## src/bpc_pkg.sv

```systemverilog
// bpc_pkg: shared types and constants of the button press classifier
`timescale 1ns / 1ps

package bpc_pkg;

    // event codes carried on the result channel
    typedef logic [3:0] t_event;

    localparam t_event EV_NONE       = 4'd0;
    localparam t_event EV_OK_SHORT   = 4'd1;
    localparam t_event EV_OK_LONG    = 4'd2;
    localparam t_event EV_A_SHORT    = 4'd3;
    localparam t_event EV_B_SHORT    = 4'd4;
    localparam t_event EV_BOTH_SHORT = 4'd5;
    localparam t_event EV_A_LONG     = 4'd6;
    localparam t_event EV_B_LONG     = 4'd7;
    localparam t_event EV_BOTH_LONG  = 4'd8;

    // a/b pair pattern, bit 1 is a, bit 0 is b
    typedef logic [1:0] t_pair;

    localparam t_pair PAIR_NONE = 2'b00;
    localparam t_pair PAIR_B    = 2'b01;
    localparam t_pair PAIR_A    = 2'b10;
    localparam t_pair PAIR_BOTH = 2'b11;

    // threshold register
    localparam int THR_W = 16;
    typedef logic [THR_W-1:0] t_thr;
    localparam t_thr LONG_PRESS_RESET = 16'd400;

    typedef logic [31:0] t_time;

    // one button sample
    typedef struct packed {
        logic  key_a;
        logic  key_b;
        logic  key_ok;
        t_time now_ms;
    } t_sample;

    // remembered key levels and change times
    typedef struct packed {
        logic  ok_prev;
        t_time ok_time;
        t_pair pair_prev;
        t_time pair_time;
    } t_state;

endpackage

```

## src/bpc_in_if.sv

```systemverilog
// bpc_in_if: button sample channel
`timescale 1ns / 1ps

interface bpc_in_if;
    logic        valid;
    logic        ready;
    logic        key_a;
    logic        key_b;
    logic        key_ok;
    logic [31:0] now_ms;

    modport source (output valid, output key_a, output key_b, output key_ok,
                    output now_ms, input ready);
    modport sink   (input valid, input key_a, input key_b, input key_ok,
                    input now_ms, output ready);
endinterface

```

## src/bpc_out_if.sv

```systemverilog
// bpc_out_if: press event channel
`timescale 1ns / 1ps

interface bpc_out_if;
    logic       valid;
    logic       ready;
    logic [3:0] event_res;
    logic       any_pressed;

    modport source (output valid, output event_res, output any_pressed, input ready);
    modport sink   (input valid, input event_res, input any_pressed, output ready);
endinterface

```

## src/bpc_classify.sv

```systemverilog
// bpc_classify: event decision and next key state for one sample
`timescale 1ns / 1ps

module bpc_classify (
    input  bpc_pkg::t_sample i_sample,
    input  bpc_pkg::t_state  i_state,
    input  bpc_pkg::t_thr    i_thr,
    output bpc_pkg::t_event  o_event,
    output bpc_pkg::t_state  o_state
);
    import bpc_pkg::*;

    t_time ok_el;
    t_time pair_el;
    t_time thr_ext;
    t_pair pair;

    // elapsed times wrap modulo 2^32
    assign pair    = {i_sample.key_a, i_sample.key_b};
    assign ok_el   = i_sample.now_ms - i_state.ok_time;
    assign pair_el = i_sample.now_ms - i_state.pair_time;
    assign thr_ext = {{(32-THR_W){1'b0}}, i_thr};

    // ok change first, then ok held, then the a/b pair
    always_comb begin
        o_event = EV_NONE;
        o_state = i_state;
        priority if (i_sample.key_ok != i_state.ok_prev) begin
            if (ok_el < thr_ext) begin
                o_event = EV_OK_SHORT;
            end
            o_state.ok_prev = i_sample.key_ok;
            o_state.ok_time = i_sample.now_ms;
        end else if (i_sample.key_ok && (ok_el > thr_ext)) begin
            o_event = EV_OK_LONG;
        end else if (pair == i_state.pair_prev) begin
            // steady pair, long event once past the threshold
            if (pair_el > thr_ext) begin
                unique case (pair)
                    PAIR_B:    o_event = EV_B_LONG;
                    PAIR_A:    o_event = EV_A_LONG;
                    PAIR_BOTH: o_event = EV_BOTH_LONG;
                    default:   o_event = EV_NONE;
                endcase
            end
        end else begin
            // pair changed
            if (pair != PAIR_NONE) begin
                // partial release from both held stays both
                o_state.pair_prev = (i_state.pair_prev == PAIR_BOTH) ? PAIR_BOTH : pair;
            end else begin
                o_state.pair_prev = PAIR_NONE;
                if (pair_el < thr_ext) begin
                    unique case (i_state.pair_prev)
                        PAIR_B:  o_event = EV_B_SHORT;
                        PAIR_A:  o_event = EV_A_SHORT;
                        default: o_event = EV_BOTH_SHORT;
                    endcase
                end
            end
            o_state.pair_time = i_sample.now_ms;
        end
    end

endmodule

```

## src/button_press_classifier_unit.sv

```systemverilog
// button_press_classifier_unit: top level of the short/long button press classifier
`timescale 1ns / 1ps

// channel  | dir | payload                              | transfer
// i_in     | in  | key_a, key_b, key_ok, now_ms[31:0]   | valid & ready
// o_out    | out | event_res[3:0], any_pressed          | valid & ready
// i_cfg_*  | in  | long_press_ms[15:0]                  | i_cfg_we
//
// one sample per cycle while the output does not stall; each sample passes the
// input register, then the result register, with the key state updated alongside
// synchronous active-low reset clears key state, valids and sets threshold to 400
// the input register refills whenever the result register drains or is empty,
// so a stall on the output holds at most two samples in flight

module button_press_classifier_unit (
    input  logic                i_clk,
    input  logic                i_rst_n,
    bpc_in_if.sink              i_in,
    bpc_out_if.source           o_out,
    input  logic                i_cfg_we,
    input  bpc_pkg::t_thr       i_cfg_wdata
);
    import bpc_pkg::*;

    logic    r_in_valid;
    t_sample r_in;
    logic    r_out_valid;
    t_event  r_out_event;
    logic    r_out_any;
    t_state  r_state;
    t_thr    r_thr;

    t_event  n_event;
    t_state  n_state;
    logic    advance;

    // stage hand-off
    assign advance     = r_in_valid && (!r_out_valid || o_out.ready);
    assign i_in.ready  = !r_in_valid || advance;

    // threshold register
    always_ff @(posedge i_clk) begin
        if (!i_rst_n) begin
            r_thr <= LONG_PRESS_RESET;
        end else if (i_cfg_we) begin
            r_thr <= i_cfg_wdata;
        end
    end

    // input register
    always_ff @(posedge i_clk) begin
        if (!i_rst_n) begin
            r_in_valid <= 1'b0;
        end else if (i_in.ready) begin
            r_in_valid <= i_in.valid;
        end
    end

    always_ff @(posedge i_clk) begin
        if (i_in.valid && i_in.ready) begin
            r_in.key_a  <= i_in.key_a;
            r_in.key_b  <= i_in.key_b;
            r_in.key_ok <= i_in.key_ok;
            r_in.now_ms <= i_in.now_ms;
        end
    end

    // decision logic
    bpc_classify u_classify (
        .i_sample (r_in),
        .i_state  (r_state),
        .i_thr    (r_thr),
        .o_event  (n_event),
        .o_state  (n_state)
    );

    // key state
    always_ff @(posedge i_clk) begin
        if (!i_rst_n) begin
            r_state <= '0;
        end else if (advance) begin
            r_state <= n_state;
        end
    end

    // result register
    always_ff @(posedge i_clk) begin
        if (!i_rst_n) begin
            r_out_valid <= 1'b0;
        end else if (advance) begin
            r_out_valid <= 1'b1;
        end else if (o_out.ready) begin
            r_out_valid <= 1'b0;
        end
    end

    always_ff @(posedge i_clk) begin
        if (advance) begin
            r_out_event <= n_event;
            r_out_any   <= r_in.key_a | r_in.key_b | r_in.key_ok;
        end
    end

    assign o_out.valid       = r_out_valid;
    assign o_out.event_res   = r_out_event;
    assign o_out.any_pressed = r_out_any;

    // checks

    // events stay within the defined codes
    a_event_range: assert property (@(posedge i_clk) disable iff (!i_rst_n)
        r_out_valid |-> (r_out_event <= EV_BOTH_LONG))
        else $error("event code out of range");

    // a long ok event needs a pressed key
    a_ok_long_pressed: assert property (@(posedge i_clk) disable iff (!i_rst_n)
        (r_out_valid && (r_out_event == EV_OK_LONG)) |-> r_out_any)
        else $error("ok long without a pressed key");

    // key state only moves when a sample passes to the result register
    a_state_hold: assert property (@(posedge i_clk) disable iff (!i_rst_n)
        (!advance && $past(i_rst_n)) |=> $stable(r_state))
        else $error("key state changed without a sample");

    // a partial release from both held keeps both
    a_both_mask: assert property (@(posedge i_clk) disable iff (!i_rst_n)
        (advance && (r_state.pair_prev == PAIR_BOTH) && (r_in.key_a || r_in.key_b))
        |=> (r_state.pair_prev == PAIR_BOTH))
        else $error("both-held pair not kept on partial release");

endmodule
```

## src/flat_wrapper.sv

```systemverilog
// flat-port wrapper written by rule: the top's interface ports become plain ports
module button_press_classifier_unit_flat import bpc_pkg::*;
  (i_clk, i_rst_n, i_cfg_we, i_cfg_wdata, i_in_valid, i_in_key_a, i_in_key_b, i_in_key_ok, i_in_now_ms, i_in_ready, o_out_valid, o_out_event_res, o_out_any_pressed, o_out_ready);
  bpc_in_if i_in_i ();
  bpc_out_if o_out_i ();
  input  logic i_clk;
  input  logic i_rst_n;
  input  logic i_cfg_we;
  input  bpc_pkg::t_thr i_cfg_wdata;
  input wire logic [$bits(i_in_i.valid)-1:0] i_in_valid;
  input wire logic [$bits(i_in_i.key_a)-1:0] i_in_key_a;
  input wire logic [$bits(i_in_i.key_b)-1:0] i_in_key_b;
  input wire logic [$bits(i_in_i.key_ok)-1:0] i_in_key_ok;
  input wire logic [$bits(i_in_i.now_ms)-1:0] i_in_now_ms;
  output wire logic [$bits(i_in_i.ready)-1:0] i_in_ready;
  output wire logic [$bits(o_out_i.valid)-1:0] o_out_valid;
  output wire logic [$bits(o_out_i.event_res)-1:0] o_out_event_res;
  output wire logic [$bits(o_out_i.any_pressed)-1:0] o_out_any_pressed;
  input wire logic [$bits(o_out_i.ready)-1:0] o_out_ready;
  assign i_in_i.valid = i_in_valid;
  assign i_in_i.key_a = i_in_key_a;
  assign i_in_i.key_b = i_in_key_b;
  assign i_in_i.key_ok = i_in_key_ok;
  assign i_in_i.now_ms = i_in_now_ms;
  assign i_in_ready = i_in_i.ready;
  assign o_out_valid = o_out_i.valid;
  assign o_out_event_res = o_out_i.event_res;
  assign o_out_any_pressed = o_out_i.any_pressed;
  assign o_out_i.ready = o_out_ready;
  button_press_classifier_unit u_core (.i_clk(i_clk), .i_rst_n(i_rst_n), .i_in(i_in_i), .o_out(o_out_i), .i_cfg_we(i_cfg_we), .i_cfg_wdata(i_cfg_wdata));
endmodule
```

## config.mk

```make
export PLATFORM = sky130hd
export DESIGN_NAME = button_press_classifier_unit_flat
export DESIGN_NICKNAME = d
export VERILOG_FILES = /design/src/bpc_pkg.sv /design/src/bpc_in_if.sv /design/src/bpc_out_if.sv /design/src/bpc_classify.sv /design/src/button_press_classifier_unit.sv /design/src/flat_wrapper.sv
export SDC_FILE = /design/constraint.sdc
export NUM_CORES = 1
export LEC_CHECK = 0
export ABC_AREA = 1
export BUFFER_PORTS_ARGS = -buffer_cell sky130_fd_sc_hd__buf_2
export CELL_PAD_IN_SITES_DETAIL_PLACEMENT = 1
export CELL_PAD_IN_SITES_GLOBAL_PLACEMENT = 1
export CORE_MARGIN = 5
export CORE_UTILIZATION = 29
export DETAILED_ROUTE_END_ITERATION = 7
export HOLD_SLACK_MARGIN = 0.12
export PLACE_DENSITY = 0.68
export SYNTH_ARGS = -nofsm -noshare
export SYNTH_HDL_FRONTEND = slang
export SYNTH_SLANG_ARGS = --single-unit
```

## constraint.sdc

```tcl
create_clock -name i_clk -period 6 [get_ports i_clk]
set_input_delay 0.6 -clock i_clk [delete_from_list [all_inputs] [get_ports i_clk]]
set_output_delay 0.6 -clock i_clk [all_outputs]
set_load 0.01 [all_outputs]
```

# After elaboration in Yosys (flattened, before gate mapping)
# Cells that the tools add are included.
# totals
register_bits	125
# op_classes
n_addsub	2
n_lt_le_gt_ge	4
n_eq_ne	8
muxes	13
bitwise	5
n_reduce_logical	11
# op_table
operator	n
$gt A32 B16 Y1	2
$lt A32 B16 Y1	2
$sub A32 B32 Y32	2
$mux W4	4
$pmux W4 S3	1
$eq A2 B2 Y1 const B	4
$mux W3	2
$pmux W3 S2	1
$eq A2 B1 Y1 const B	2
$mux W2	2
$reduce_and A4 Y1	1
$reduce_bool A2 Y1	2
$logic_and A1 B1 Y1	3
$mux W1	3
$not A1 Y1	3
$eq A2 B2 Y1	1
$logic_not A1 Y1	2
$logic_or A1 B1 Y1	2
$or A1 B1 Y1	2
$reduce_and A2 Y1	1
$ne A1 B1 Y1	1

# Depth between registers and ports, before layout
# logic_depth
ltp_word	7
depth_mapped	24
depth_no_buf	24

# Cells and area by module
# From an unflattened synthesis, not the netlist that was laid out.
# hier_totals
hier_cells	2042
area_unflattened_um2	12069.1
# modules_own_cells
mod	n_inst	cells_per_inst	area_per_inst_um2	seq_area_each_um2
bpc_classify	1	1481	7231.9	0.0
button_press_classifier_unit	1	561	4837.1	2902.8

# Least setup slack after synthesis
# OpenSTA, ideal clock, no wires.
# synth_path
path_kind	register to register
from	reg u_core.r_in[0] in the netlist's numbering
to	reg u_core.r_state[33] in the netlist's numbering
setup_time_ns	0.110
arrival_time_ns	2.912
slack_ns	2.978
path_stages_with_launch	23
period_less_slack_ns	3.022
path_cell_list	edfxtp_1 > inv_1 > ha_1 > inv_1 > fa_1 > nand3_1 > nand3_1 > nand3_1 > nand3b_1 > xor2_1 > ha_1 > nand4_1 > nor3_1 > nand2_1 > o211ai_1 > nand2_1 > nand3_2 > nand2_4 > nand3_4 > buf_6 > nand2_1 > inv_1 > nor2_1
# synth_via
elab_chain_cells	5
# synth_rtl
element	line	rtl
from (decl)	button_press_classifier_unit.sv:26	t_sample r_in;
$sub A32 B32 Y32	bpc_classify.sv:20	assign ok_el = i_sample.now_ms - i_state.ok_time;
$gt A32 B16 Y1	bpc_classify.sv:34	end else if (i_sample.key_ok && (ok_el > thr_ext)) begin
$logic_and A1 B1 Y1	bpc_classify.sv:34	
$not A1 Y1 (no line)	-	
$reduce_and A4 Y1 (no line)	-	
to (signal assigned)	button_press_classifier_unit.sv:82	r_state <= n_state;
to (decl)	button_press_classifier_unit.sv:30	t_state r_state;
# Every way passes these cells.
# A chain may end at the register's enable or synchronous reset.

# Worst setup path in the final report
# layout_path
from	reg u_core.r_in[0] in the netlist's numbering
to	reg u_core.r_state[5] in the netlist's numbering
# Same word-level chain as after synthesis.

==> impl_metrics.json <==
{
  "drtPass1Iterations": 5,
  "worstMarginPinSlew_ns": 1.22,
  "r2r-start": "u_core.r_in[0]",
  "syn_to_final_growth_pct": 13.2,
  "timing.rr.end": "u_core.r_state[5]",
  "n_fill_cell": 4648,
  "routedWlPerCell_um": 16.3,
  "critPathBufInv": 3,
  "post-cts-setup-buffers": 0,
  "crit_family": "simple AND/OR/NAND/NOR gates",
  "hold_path.class": "input pin to flop",
  "fin_crit_sh_pct": 72.2,
  "port_buffers": 62,
  "overflow": 0,
  "viasPerCell": 4.69,
  "drv_cap": 0,
  "ios": 63,
  "crit_type": "flop to flop",
  "yosysSeqAreaShare_pct": 27.9,
  "cp_data_arrival_time_ns": 4.70,
  "remaining_drc_errors": 0,
  "grt_pass1_wl_mm": 57.3,
  "die_y_um": 199,
  "layoutNonFillerInstCount": 2208,
  "core_um2": 35500,
  "hold_viol_final": 0,
  "ctsResizeCount": 0,
  "hold_buffers": 0,
  "synth_cell_type_count": 36,
  "period_needed_ns": 4.33,
  "gp_congestion": 0.891,
  "hold_start": "i_in_now_ms[16]",
  "drive_gt1_share_pct": 6.24,
  "crit_chain": "inv_1, ha_1, inv_1, fa_1, nand3_1, nand3_1, nand3_1, nand3b_1, xor2_1, ha_1, a21oi_1, nor2_1, a211oi_1, o211ai_1, nand2_1, nand3_2, nand2_4, nand3_4, nand2_1, inv_1, nor2_1",
  "cts_made_buffers": 17,
  "dp_hpwl_mm": 29.6,
  "rsz0062_at_grt": "no",
  "cts.sinks": 125,
  "syn_area_um2": 10400,
  "initial_core_util_pct": 29.3,
  "slew_violations": 0,
  "setup_tns_ns": 0,
  "max_stage_delay_ns": 0.46,
  "grt_max_degree": 82,
  "antenna_found_initial": 0,
  "cts.clk_slew.worst_paths_ns": 0.07,
  "powerDensity_nw_per_um2": 243,
  "clock.fmax_mhz": 231,
  "required_ns": 6.37,
  "post-place-ws_ns": 1.72,
  "startpoint_type": "flop",
  "clock_latency_ns": 0.44,
  "hold_depth": 1,
  "syn_inst": 1679,
  "avgSynthCellArea_um2": 6.19,
  "ys_ff_latch": 125,
  "fin_nets": 1889,
  "yosys_warnings": 0,
  "antenna_cells": 0,
  "skew_ns": 0.0140,
  "max-slew-margin-rel_pct": 18.5,
  "final_antenna_net_count": 0,
  "dieArea_um2": 39700,
  "drtIter0Drc": 586,
  "synth_nets": 1834,
  "setup_viol": 0,
  "routed_wl_mm": 35.9,
  "num_vias": 10400,
  "clock_path_buffers": 2,
  "critical_path_peak_fanout": 36,
  "cts-root-buf": "clkbuf_16",
  "rr_worst_depth": 21,
  "p_leak_uw": 0.00625,
  "fp.dieW_um": 199,
  "cts.htree.levels": 4,
  "worst_slack_ns": 1.67,
  "vdd_drop_max_uv": 212,
  "tritoncts": "yes",
  "reg2reg_setup_slack_ns": 1.67,
  "first_global_vias": 10900,
  "status": "finished, final reports clean",
  "hold_path_end": "u_core.r_in[16]",
  "fp-row-count": 69,
  "post-place-cells": 2176,
  "slowest_stage": "fa_1",
  "crit_path_end_kind": "flop",
  "grtUsageTotal_pct": 18.5
}
[flip-flops by register name, indices dropped and copies added (netlist names)]
register                  cells
u_core.r_thr                 16
u_core.o_out.event_res        4
u_core.r_in_valid             1
u_core.o_out.any_pressed      1
u_core.r_state               67
u_core.r_in                  35
u_core.o_out.valid            1
[cells by family after synthesis]
| family | synth area share (%) |
|---|---|
| AOI/OAI and AO/OA | 9.78 |
| xor gates and xnor gates | 2.78 |
| adders and majority gates | 12.1 |
| buffers and inverters | 14.7 |
| DFF | 27.9 |
| and+or+nand+nor | 32.8 |
[layout by cell type (no fill, tap or decap), types with 2 or more instances in the layout]
cell and count:
ha_1 97, edfxtp_1 40, inv_1 367, a21oi_1 112, clkinv_2 2, a21boi_0 2, clkinvlp_4 3, nor2_1 143
nand2_1 538, clkinv_1 2, buf_4 4, nor2_2 6, clkbuf_8 2, dfxtp_1 85, buf_2 62, inv_6 3
nand4_1 52, nor3_1 7, o2111ai_1 2, xnor2_1 2, o21a_1 2, nand3b_1 5, o21ai_0 65, a211oi_1 2
nand3_1 66, fa_1 2, and2_1 4, o21bai_1 7, xor2_1 31, clkbuf_16 18
[synthesized netlist by cell type]
cell type | count | area, um^2
nand3_4 | 1 | 17.5
nand2_1 | 538 | 2020
buf_1 | 2 | 7.51
nand4_1 | 52 | 325
o2111ai_1 | 2 | 17.5
o21ai_0 | 65 | 325
nor2_1 | 145 | 544
o21bai_1 | 7 | 52.6
nand2_2 | 1 | 6.26
clkinv_1 | 1 | 3.75
and3_1 | 1 | 6.26
edfxtp_1 | 40 | 1200
a21oi_1 | 112 | 561
nor3_1 | 7 | 35.0
buf_6 | 3 | 33.8
a211oi_1 | 2 | 15.0
nand2_4 | 1 | 11.3
clkbuf_1 | 22 | 82.6
or2_2 | 1 | 6.26
fa_1 | 2 | 40.0
xnor2_1 | 2 | 17.5
and2_1 | 4 | 25.0
xor2_1 | 31 | 272
o211ai_1 | 1 | 7.51
inv_1 | 368 | 1380
buf_2 | 3 | 15.0
nor3b_1 | 1 | 7.51
nand3_1 | 66 | 330
dfxtp_1 | 85 | 1700
nand3_2 | 1 | 10.0
nand3b_1 | 5 | 37.5
o221ai_1 | 1 | 8.76
o21a_1 | 2 | 15.0
a21boi_0 | 2 | 15.0
ha_1 | 97 | 1210
nor2_2 | 5 | 31.3
[through the flow]
| stage | power [uW] | cell area, um^2 | util [%] | hold slack (ns) |
|---|---|---|---|---|
| floorplan | 1560 | 10400 | - | 0.464 |
| global placement | 1790 | 11200 | 31.5 | 0.503 |
| detailed placement | 1820 | 11200 | 31.5 | 0.502 |
| CTS | 2890 | 11800 | 33.2 | 0.309 |
| global route | 3050 | 11800 | 33.2 | 0.314 |
| finish | 2860 | 11800 | 33.2 | 0.327 |
[layer usage]
metal | vias to the layer above | GRT usage, % | routed length (um)
met2 | 128 | 30.9 | 16400
met5 | - | 0 | 0
li1 | 5316 | - | -
met3 | 40 | 2.31 | 1190
met4 | 0 | 4.75 | 697
met1 | 4873 | 25.4 | 17700
[power breakdown]
part / switching [uW] / leakage [uW] / internal [uW]
combinational: 559 / 0.00489 / 288
clock: 434 / 0.000282 / 620
sequential: 35.9 / 0.00108 / 924
total: 1030 / 0.00625 / 1830
[worst max-delay path by stage]
stage	from	endpoint	slack (ns)	cells after the start
after floorplan	u_core.r_in[0]	u_core.r_state[33]	2.98	22
after global placement	u_core.r_in[0]	u_core.r_state[32]	1.83	21
after detailed placement	u_core.r_in[0]	u_core.r_state[32]	1.72	21
after CTS	u_core.r_in[0]	u_core.r_state[28]	1.67	21
after global routing	u_core.r_in[0]	u_core.r_state[4]	1.33	21
final	u_core.r_in[0]	u_core.r_state[5]	1.67	21
[final cells by class]
| type | count | area (um^2) | share of cell area, % |
|---|---|---|---|
| multi-input cells | 1155 | 5980 | 50.8 |
| repair buffers | 66 | 340 | 2.89 |
| clock inverters | 11 | 104 | 0.882 |
| well taps | 461 | 577 | 4.90 |
| inverters | 369 | 1390 | 11.8 |
| flip-flops and latches | 125 | 2900 | 24.7 |
| clock buffers | 21 | 482 | 4.09 |
(Power assumes the default switching activity.)
